`config.mk`:
```
export PLATFORM = sky130hd
export DESIGN_NAME = cms_front_flat
export DESIGN_NICKNAME = d
export VERILOG_FILES = /design/src/sv/cms_pkg.sv /design/src/sv/cms_if.sv /design/src/sv/cms_front.sv /design/src/flat_wrapper.sv
export SDC_FILE = /design/constraint.sdc
export NUM_CORES = 1
export LEC_CHECK = 0
export BUFFER_PORTS_ARGS = -buffer_cell sky130_fd_sc_hd__buf_4
export CORE_MARGIN = 5
export CORE_UTILIZATION = 30
export DETAILED_ROUTE_END_ITERATION = 7
export SETUP_SLACK_MARGIN = 0.02
export SYNTH_ARGS = -nofsm -noshare
export SYNTH_HDL_FRONTEND = slang
export SYNTH_SLANG_ARGS = --single-unit
```
`constraint.sdc`:
```
create_clock -name clk -period 2.12 [get_ports clk]
set_input_delay 0.636 -clock clk [delete_from_list [all_inputs] [get_ports clk]]
set_output_delay 0.636 -clock clk [all_outputs]
set_load 0.005 [all_outputs]
```
`src/sv/cms_pkg.sv`:
```
// ----------------------------------------------------------------------------
// cms_pkg: shared types and constants of the count-min sketch
// sizes, command codes, hash helpers and the front/back queue entry
// ----------------------------------------------------------------------------
package cms_pkg;

  localparam int MAX_ROWS    = 4;
  localparam int MAX_COLUMNS = 1024;
  localparam int MAX_HASHES  = 4;

  localparam int ROW_W  = $clog2(MAX_ROWS);
  localparam int COL_W  = $clog2(MAX_COLUMNS);
  localparam int HSH_W  = (MAX_HASHES > 1) ? $clog2(MAX_HASHES) : 1;
  localparam int ADDR_W = ROW_W + COL_W;
  localparam int DEPTH  = MAX_ROWS * MAX_COLUMNS;

  localparam int CFG_IDX_W = 2;
  localparam int CFG_DAT_W = 11;

  typedef enum logic [1:0] {
    CMD_QUERY  = 2'd0,
    CMD_INCR   = 2'd1,
    CMD_CLEAR  = 2'd2,
    CMD_INSERT = 2'd3
  } cmd_t;

  typedef enum logic [CFG_IDX_W-1:0] {
    CFG_ROWS   = 2'd0,
    CFG_COLS   = 2'd1,
    CFG_HASHES = 2'd2,
    CFG_NONE   = 2'd3
  } cfg_idx_t;

  // back-end sequencer
  typedef enum logic [2:0] {
    ST_IDLE,
    ST_HASH,
    ST_MOD,
    ST_READ,
    ST_UPD,
    ST_CLR,
    ST_DONE
  } state_t;

  // queued request: classified by the front part
  typedef struct packed {
    cmd_t        cmd;
    logic [31:0] key;
  } req_t;

  // one byte round of the one-at-a-time hash
  function automatic logic [31:0] oaat_round(logic [31:0] h, logic [7:0] b);
    logic [31:0] t;
    t = h + {24'd0, b};
    t = t + (t << 10);
    t = t ^ (t >> 6);
    return t;
  endfunction

  function automatic logic [31:0] oaat_final(logic [31:0] h);
    logic [31:0] t;
    t = h + (h << 3);
    t = t ^ (t >> 11);
    t = t + (t << 15);
    return t;
  endfunction

endpackage

```
`src/sv/cms_if.sv`:
```
// ----------------------------------------------------------------------------
// cms_in_if / cms_out_if: request and result channels
// valid/ready handshake with the payload fields
// ----------------------------------------------------------------------------
interface cms_in_if;
  logic        valid;
  logic        ready;
  logic [1:0]  cmd;
  logic [31:0] key;
  modport source (output valid, cmd, key, input ready);
  modport sink (input valid, cmd, key, output ready);
endinterface


```
`src/sv/cms_front.sv`:
```
// ----------------------------------------------------------------------------
// cms_front: request intake
// classifies commands and keeps a two-entry queue toward the back end
// ----------------------------------------------------------------------------
module cms_front (
  input  logic          clk,
  input  logic          rst_n,
  cms_in_if.sink        in_ch,
  output logic          q_valid,
  input  logic          q_pop,
  output cms_pkg::req_t q_req
);
  import cms_pkg::*;

  req_t       buf_r [2];
  logic       wp_r, rp_r;
  logic [1:0] cnt_r;
  logic       push;

  assign in_ch.ready = (cnt_r != 2'd2);
  assign push        = in_ch.valid && in_ch.ready;
  assign q_valid     = (cnt_r != 2'd0);
  assign q_req       = buf_r[rp_r];

  always_ff @(posedge clk) begin
    if (push) begin
      buf_r[wp_r] <= '{cmd: cmd_t'(in_ch.cmd), key: in_ch.key};
    end
    if (!rst_n) begin
      wp_r  <= 1'b0;
      rp_r  <= 1'b0;
      cnt_r <= 2'd0;
    end else begin
      if (push) wp_r <= ~wp_r;
      if (q_pop) rp_r <= ~rp_r;
      cnt_r <= cnt_r + {1'b0, push} - {1'b0, q_pop};
    end
  end

  cms_front_no_overflow: assert property (@(posedge clk) disable iff (!rst_n)
    cnt_r == 2'd2 |-> !push || q_pop) else $error("queue overflow");
  cms_front_no_underflow: assert property (@(posedge clk) disable iff (!rst_n)
    q_pop |-> cnt_r != 2'd0) else $error("queue underflow");
  cms_front_count: assert property (@(posedge clk) disable iff (!rst_n)
    cnt_r <= 2'd2) else $error("queue count out of range");

endmodule

```
`src/flat_wrapper.sv`:
```
// flat-port wrapper written by rule: the top's interface ports become plain ports
module cms_front_flat import cms_pkg::*;
  (clk, rst_n, q_valid, q_pop, q_req, in_ch_valid, in_ch_cmd, in_ch_key, in_ch_ready);
  cms_in_if in_ch_i ();
  input  logic clk;
  input  logic rst_n;
  output logic q_valid;
  input  logic q_pop;
  output cms_pkg::req_t q_req;
  input wire logic [$bits(in_ch_i.valid)-1:0] in_ch_valid;
  input wire logic [$bits(in_ch_i.cmd)-1:0] in_ch_cmd;
  input wire logic [$bits(in_ch_i.key)-1:0] in_ch_key;
  output wire logic [$bits(in_ch_i.ready)-1:0] in_ch_ready;
  assign in_ch_i.valid = in_ch_valid;
  assign in_ch_i.cmd = in_ch_cmd;
  assign in_ch_i.key = in_ch_key;
  assign in_ch_ready = in_ch_i.ready;
  cms_front u_core (.clk(clk), .rst_n(rst_n), .in_ch(in_ch_i), .q_valid(q_valid), .q_pop(q_pop), .q_req(q_req));
endmodule
```
Word-level counts from Yosys, hierarchy flattened
Memories as Yosys holds them, arrays and structs flattened. A register that Yosys moved wholly into a read port is not among the register bits.
Cells that the tools add are included.
- flip-flop bits (word level): 4
- bits in latches: 0
- memory bits (writable): 68
- memory bits (read-only): 0
- bits of input ports: 38
- word-level logic and storage cells: 15
- memories kept: 1
- memories (memory ; words ; bits a word ; read ports ; clocked after Yosys merged registers in ; wr ports ; line ; text):
    u_core.buf_r ; 2 ; 34 ; 1 ; 1 ; 1 ; cms_front.sv:15 ; req_t buf_r [2];
- $add $sub $neg: 2
- multiply operators: 0
- divide/modulo/power cells: 0
- magnitude comparators: 0
- equality and inequality tests: 1
- shift-type cells: 0
- muxes and demuxes: 4
- bitwise gates (word level): 2
- reduce and logical (&&, ||, !) cells: 2
- operator list (cell ; count):
    $mux W1 ; 4
    $add A2 B1 Y2 ; 1
    $ne A2 B2 Y1 const B ; 1
    $not A1 Y1 ; 2
    $reduce_bool A2 Y1 ; 1
    $sub A2 B1 Y2 ; 1
    $logic_and A1 B1 Y1 ; 1

Longest topological paths before layout
Gate-level depths: netlist of the first run.
- word-level depth: 4
- depth in mapped cells: 5
- mapped depth without buffers: 5

Least setup slack after synthesis of the first run
No wires, ideal clock.
- path kind: input to register
- from: in in_ch_valid
- to: mem u_core.buf_r[1][0] (netlist name) (enable)
- setup time: 0.394 ns
- arrival time: 1.515 ns
- path slack: 0.211 ns
- cell stages on the path: 1
- path buffers: 0
- cell sequence: and3_1
- longest elaborated chain between the ends: 3
- RTL lines (item ; line ; text):
    start, declared ; flat_wrapper.sv:10 ; input wire logic [$bits(in_ch_i.valid)-1:0] in_ch_valid;
    $logic_and A1 B1 Y1 ; cms_front.sv:21 ; assign push = in_ch.valid && in_ch.ready;
    $mux W1 ; cms_front.sv:26 ; if (push) begin
    $mux W1 (implied by the code) ; cms_front.sv:27 ; buf_r[wp_r] <= '{cmd: cmd_t'(in_ch.cmd), key: in_ch.key};
    end, declared ; cms_front.sv:15 ;
No other way between the ends.

==> results of run 1 <==
==> logic make-up after synthesis <==
logic type      Yosys count  share of synthesized area
fa+ha+maj                 1                    0.00440
compound gates            4                     0.0119
buf+inv                   6                     0.0185
flops                    73                      0.754
mux                      36                      0.181
simple gates             11                     0.0264
xor+xnor                  1                    0.00308
==> state kept, by name (all words and copies together) (netlist names), named ones only <==
name	cells
u_core.buf_r	68
u_core.rp_r	1
u_core.wp_r	1
u_core.cnt_r	2
==> per-layer routing <==
layer | vias to the layer above | track usage | wire (µm)
met2 | 53 | 0.149 | 2470
met5 | - | 0 | 0
li1 | 678 | - | -
met1 | 685 | 0.113 | 2210
met3 | 8 | 0.0480 | 511
met4 | 0 | 0.0329 | 52
==> worst reg2reg max path, stage by stage, from the launching register on <==
cell and delay [ps]:
sky130_fd_sc_hd__dfxtp_1 370, sky130_fd_sc_hd__nand2b_4 170, sky130_fd_sc_hd__and3_2 370, sky130_fd_sc_hd__buf_12 230
==> synthesized netlist by cell type <==
library cell,number,area [µm²]
sky130_fd_sc_hd__and3_1,1,6.26
sky130_fd_sc_hd__a21oi_1,1,5.00
sky130_fd_sc_hd__and2_1,2,12.5
sky130_fd_sc_hd__edfxtp_1,68,2040
sky130_fd_sc_hd__o21a_1,1,7.51
sky130_fd_sc_hd__xor2_1,1,8.76
sky130_fd_sc_hd__a21bo_2,1,10.0
sky130_fd_sc_hd__mux2_2,4,45.0
sky130_fd_sc_hd__nand2_1,2,7.51
sky130_fd_sc_hd__ha_1,1,12.5
sky130_fd_sc_hd__a21boi_2,1,11.3
sky130_fd_sc_hd__nand3b_1,1,7.51
sky130_fd_sc_hd__or2_2,1,6.26
sky130_fd_sc_hd__nand2b_4,1,13.8
sky130_fd_sc_hd__mux2i_1,2,20.0
sky130_fd_sc_hd__and3_2,1,7.51
sky130_fd_sc_hd__nand2b_1,1,6.26
sky130_fd_sc_hd__mux2_4,30,450
sky130_fd_sc_hd__dfxtp_1,5,100
sky130_fd_sc_hd__inv_1,2,7.51
sky130_fd_sc_hd__buf_6,4,45.0
sky130_fd_sc_hd__and2b_1,1,7.51
==> layout make-up <==
cell class / instances / share of cell area
Timing Repair Buffer: 78 / 0.164
Tap cell: 129 / 0.0430
Inverter: 2 / 0.00200
Clock inverter: 6 / 0.0117
Sequential cell: 73 / 0.571
Clock buffer: 10 / 0.0340
Multi-Input combinational cell: 53 / 0.174
==> worst max path at each step <==
stage	start	to	slack [ps]	cells past startpoint
floorplan	in_ch_valid	u_core.buf_r[1][0]	210	1
global placement	q_pop	u_core.cnt_r[1]	370	5
detailed placement	q_pop	u_core.cnt_r[1]	340	5
CTS	flip-flop	q_req[1]	10	3
global route	flip-flop	q_req[2]	-10	3
finish	flip-flop	q_req[2]	50	3
==> where the power goes <==
group	internal, mW	switching, mW	total, mW	leakage, nW
Combinational	0.327	0.212	0.539	0.711
Clock	0.429	0.514	0.943	0.0883
Sequential	1.70	0.0322	1.74	0.675
==> per-stage QoR <==
stage	instance area [µm²]	total power [mW]	utilization	hold WS [ps]	std cells
floorplan	2840	2.05	-	526	132
global placement	3570	2.31	0.386	546	335
detailed placement	3570	2.32	0.386	560	335
CTS	3740	3.28	0.405	453	351
global route	3750	3.40	0.406	448	351
finish	3750	3.22	0.406	479	351
==> results by group, run 1 <==
Worst hold path
  • Hold path endpoint: u_core.buf_r[1][26]
  • Depth of the worst hold-timing path: 1
  • Hold_sp: in_ch_key[26]
  • Path type of the worst min-delay path: input pin to flip-flop

Worst setup path
  • CP Buf/Inv Count: 2
  • CP cell instances: buf_12, mux2_2, buf_4
  • Worst-path cell with the longest stage delay: sky130_fd_sc_hd__mux2_2
  • Maximum fanout encountered on the critical timing path: 22
  • Critical path capture point type: output pin
  • CP arrival: 1430 ps
  • Reg-to-Reg End: u_core.buf_r[1][29]
  • CP startpoint kind: flip-flop
  • Crit path required time: 1480 ps
  • Register-to-register path setup slack: 660 ps
  • Top cell family by delay on the critical path: multiplexers
  • Depth of the most critical reg-to-reg path: 3
  • Startpoint of the lowest-slack register-to-register path: u_core.cnt_r[0]
  • Crit path largest cell delay: around 380 ps
  • Startpoint-to-endpoint class of the critical path: flip-flop to output pin

Layout
  • Filler cell count in the final layout: roughly 830
  • Area of the multi-input gates: about 650 µm²
  • Final-stage net count: roughly 260
  • Antenna diodes: 0
  • Most common library cell in the layout ignoring fill and taps: sky130_fd_sc_hd__buf_4
  • Commonest cells after routing, fill and taps aside: sky130_fd_sc_hd__buf_4, sky130_fd_sc_hd__edfxtp_1, sky130_fd_sc_hd__mux2_4
  • Layout cells sized above 1: 0.599
  • FF+latch area: 2140 µm²
  • Layout-stage area growth over the synthesis result: 32.1%

STA
  • Setup slack of the critical path after layout: roughly 50 ps
  • Final critical delay including setup and external delays: 2070 ps
  • Max-Slew Margin vs Limit: 0.784
  • Number of pins exceeding their max-slew limit in the final report: 0
  • Layout Skew: about 6.8 ps
  • Sum Neg Setup Slack: 0 ps
  • Final Hold Vio Count: 0
  • Final period utilization: 0.976
  • Fmax: 0.483 GHz
  • Number of endpoints failing setup at the final stage: 0
  • RSZ-0062 raised after global routing: true
  • Slew at the pin closest to its max-slew limit: between 300 and 400 ps

Yosys
  • Mapped Cells: approximately 130
  • Post-synthesis sequential element count: 73
  • Average cell area after synthesis: 21.5 µm²
  • Net count of the mapped netlist: about 170
  • Sequential fraction of the synthesis area: 0.754
  • Distinct cell type count after synthesis: 22
  • Combined area of all synthesized cells: approximately 2800 µm²
  • Syn. warnings: 0

Run status
  • Run status: finished, final reports clean

Placement
  • Final weighted congestion in routability-driven placement: ~0.69
  • Port bufs: 73
  • DP Worst Slack: ~340 ps
  • Post-DP HPWL: between 3000 and 4000 µm

Global routing
  • Total congestion overflow after global routing: 0
  • Via count of the first global-routing pass: 1614
  • First-pass GRT wire length: about 8200 µm
  • Total routing resource utilization after global routing: 0.0952
  • Maximum number of pins on one net before global-route repair: 26
  • Antenna violations before repair: 0

Die
  • Initial standard-cell utilization of the core: 0.307
  • Ports: 74
  • Vert. Die Dim: roughly 110 µm
  • Horizontal extent of the die: between 100 and 150 µm
  • Num rows: 35
  • Die Outline Area: approximately 12000 µm²
  • Core footprint: between 9000 and 10000 µm²

Power
  • Leakage dissipation: approximately 1.5 nW
  • Power per standard cell area: 858 nW/µm²
  • Maximum vdd drop: 0.000365 V

Drt
  • Remaining design rule violation count: 0
  • Via-per-instance ratio: between 4 and 5
  • Antenna Violating Nets Remaining: 0
  • Vias post-DR: roughly 1400
  • Number of detailed-routing iterations run before antenna repair: 4
  • DRT Wirelength: between 5000 and 6000 µm
  • Detailed Route Iter0 Violations: 39
  • Average wire length per cell after detail routing: ~15 µm

Clocking
  • CTS Hold Bufs: 0
  • Clock insertion delay at the later pin of the skew report: between 300 and 400 ps
  • Resized cells post-CTS: 0
  • Sinks on the clock net: 73
  • Buffers inserted during post-CTS setup optimization: 0
  • Cell at the root of the clock tree: sky130_fd_sc_hd__clkbuf_8
  • CTS tree: yes
  • # H-tree levels: 3
  • Max Buffers Root-to-Sink: 2
  • TritonCTS buffer count: 9
  • Clk slew on worst S/H paths: ~80 ps

Job
  • Maxcap violations: 0
(Power assumes the default switching activity.)
==> run 2, diff against run 1 <==
Settings changed: CORE_MARGIN 5 to 10.
==> results by group, run 2 (synthesis gave the netlist of run 1 again) <==
Die
  • Core footprint: ~9000 µm²
  • Ports: between 70 and 80
  • Die Outline Area: between 10000 and 15000 µm²
  • Horizontal extent of the die: around 120 µm
  • Num rows: 35
  • Vert. Die Dim: between 100 and 150 µm
  • Initial standard-cell utilization of the core: 0.307

Drt
  • Detailed Route Iter0 Violations: 56
  • Average wire length per cell after detail routing: around 17 µm
  • Remaining design rule violation count: 0
  • Via-per-instance ratio: roughly 4.1
  • Antenna Violating Nets Remaining: 0
  • Number of detailed-routing iterations run before antenna repair: 4
  • Vias post-DR: between 1000 and 1500
  • DRT Wirelength: between 6000 and 7000 µm

Placement
  • Final weighted congestion in routability-driven placement: 0.657
  • Port bufs: 73
  • Post-DP HPWL: 3690 µm
  • DP Worst Slack: roughly 330 ps

Clocking
  • Clock insertion delay at the later pin of the skew report: around 350 ps
  • Sinks on the clock net: 73
  • Max Buffers Root-to-Sink: 2
  • CTS tree: yes
  • Clk slew on worst S/H paths: 90 ps
  • Cell at the root of the clock tree: sky130_fd_sc_hd__clkbuf_8
  • # H-tree levels: 3
  • TritonCTS buffer count: 9
  • Buffers inserted during post-CTS setup optimization: 0
  • CTS Hold Bufs: 0

Global routing
  • Via count of the first global-routing pass: between 1500 and 2000
  • Total congestion overflow after global routing: 0
  • Antenna violations before repair: 0
  • Total routing resource utilization after global routing: 0.0817
  • First-pass GRT wire length: 8760 µm
  • Maximum number of pins on one net before global-route repair: 35

Layout
  • FF+latch area: 2150 µm²
  • Filler cell count in the final layout: 849
  • Flip-flop count of the largest register after layout: 68
  • Final-stage net count: around 260
  • Most common library cell in the layout ignoring fill and taps: sky130_fd_sc_hd__buf_4
  • Layout cells sized above 1: 0.610
  • Commonest cells after routing, fill and taps aside: sky130_fd_sc_hd__buf_4, sky130_fd_sc_hd__edfxtp_1, sky130_fd_sc_hd__mux2_4
  • Area of the multi-input gates: 654 µm²
  • Top reg by flops: u_core.buf_r
  • Largest registers in the final layout: u_core.buf_r (68), u_core.cnt_r (2)
  • Layout-stage area growth over the synthesis result: 36.5%
  • Antenna diodes: 0

STA
  • Slew at the pin closest to its max-slew limit: between 200 and 250 ps
  • Fmax: between 0.4 and 0.5 GHz
  • RSZ-0062 raised after global routing: false
  • Number of pins exceeding their max-slew limit in the final report: 0
  • Final Hold Vio Count: 0
  • Setup slack of the critical path after layout: 76.4 ps
  • Number of endpoints failing setup at the final stage: 0
  • Final critical delay including setup and external delays: 2040 ps
  • Max-Slew Margin vs Limit: 0.857
  • Final period utilization: 0.964
  • Hold Slack: 467 ps
  • Layout Skew: slightly above 10 ps

Worst setup path
  • Maximum fanout encountered on the critical timing path: 8
  • CP arrival: about 1400 ps
  • Worst-path cell with the longest stage delay: sky130_fd_sc_hd__dfxtp_4
  • CP Buf/Inv Count: 2
  • CP cell instances: buf_6, mux2_4, buf_4
  • Crit path largest cell delay: about 410 ps
  • Crit path required time: between 1000 and 1500 ps
  • Startpoint-to-endpoint class of the critical path: flip-flop to output pin
  • Top cell family by delay on the critical path: flip-flops
  • Critical path capture point type: output pin
  • Stages on the worst setup path: 3
  • Depth of the most critical reg-to-reg path: 5
  • CP startpoint kind: flip-flop

Power
  • Leakage dissipation: 1.52 nW
  • Maximum vdd drop: 0.000279 V
  • Power per standard cell area: about 910 nW/µm²

Job
  • Maxcap violations: 0

Worst hold path
  • Depth of the worst hold-timing path: 1
  • Path type of the worst min-delay path: input pin to flip-flop

Run status
  • Run status: finished, final reports clean
run 2: changes by cell type in the layout (fill, tap and decap cells not counted), sizes merged:
cell / previous run / this run
clkinvlp: 0 / 1
bufinv: 0 / 2
inv: 3 / 4
buf: 78 / 77
clkinv: 5 / 2
clkbuf: 10 / 11
run 2: metal layers:
metal	GRT usage	vias up	part of all wire
met5	0	-	0
met4	0.0469	0	0.016
met3	0.0278	10	0.039
met2	0.129	47	0.49
met1	0.0945	722	0.46
li1	-	681	-
run 2: repair_timing:
item                       in CTS  in global routing
resized for setup               5                  1
pin swaps                       0                  0
setup endpoints to repair       7                 34
gates cloned                    0                  3
run 2: worst paths after layout:
kind / start / to / slack, ps
setup / recovery: flip-flop / q_req[28] / 80
setup reg to reg: u_core.cnt_r[0] / u_core.cnt_r[1] / 700
hold / removal: in_ch_key[13] / u_core.buf_r[1][13] / 470
hold reg to reg: u_core.wp_r / u_core.wp_r / 570
run 2: layout make-up:
type,count,area share
inverters,2,0.00194
multi-input cells,53,0.169
clock inverters,7,0.0265
well taps,129,0.0416
flip-flops and latches,73,0.554
repair buffers,79,0.176
clock buffers,9,0.0320
run 2: stage by stage:
step                      TNS, ps  utilization  instance area (µm²)  power, mW  instances
after floorplan                 0            -                 2840       2.05        132
after global placement          0        0.386                 3570       2.31        333
final                           0        0.419                 3880       3.55        352
after CTS                   -33.6        0.413                 3810       3.58        349
after detailed placement        0        0.386                 3570       2.33        333
after global routing            0        0.419                 3880       3.70        352
run 2: power by group:
group	total (mW)	internal [mW]	switching (mW)
Combinational	0.578	0.352	0.227
Clock	1.23	0.675	0.552
Sequential	1.74	1.70	0.0362
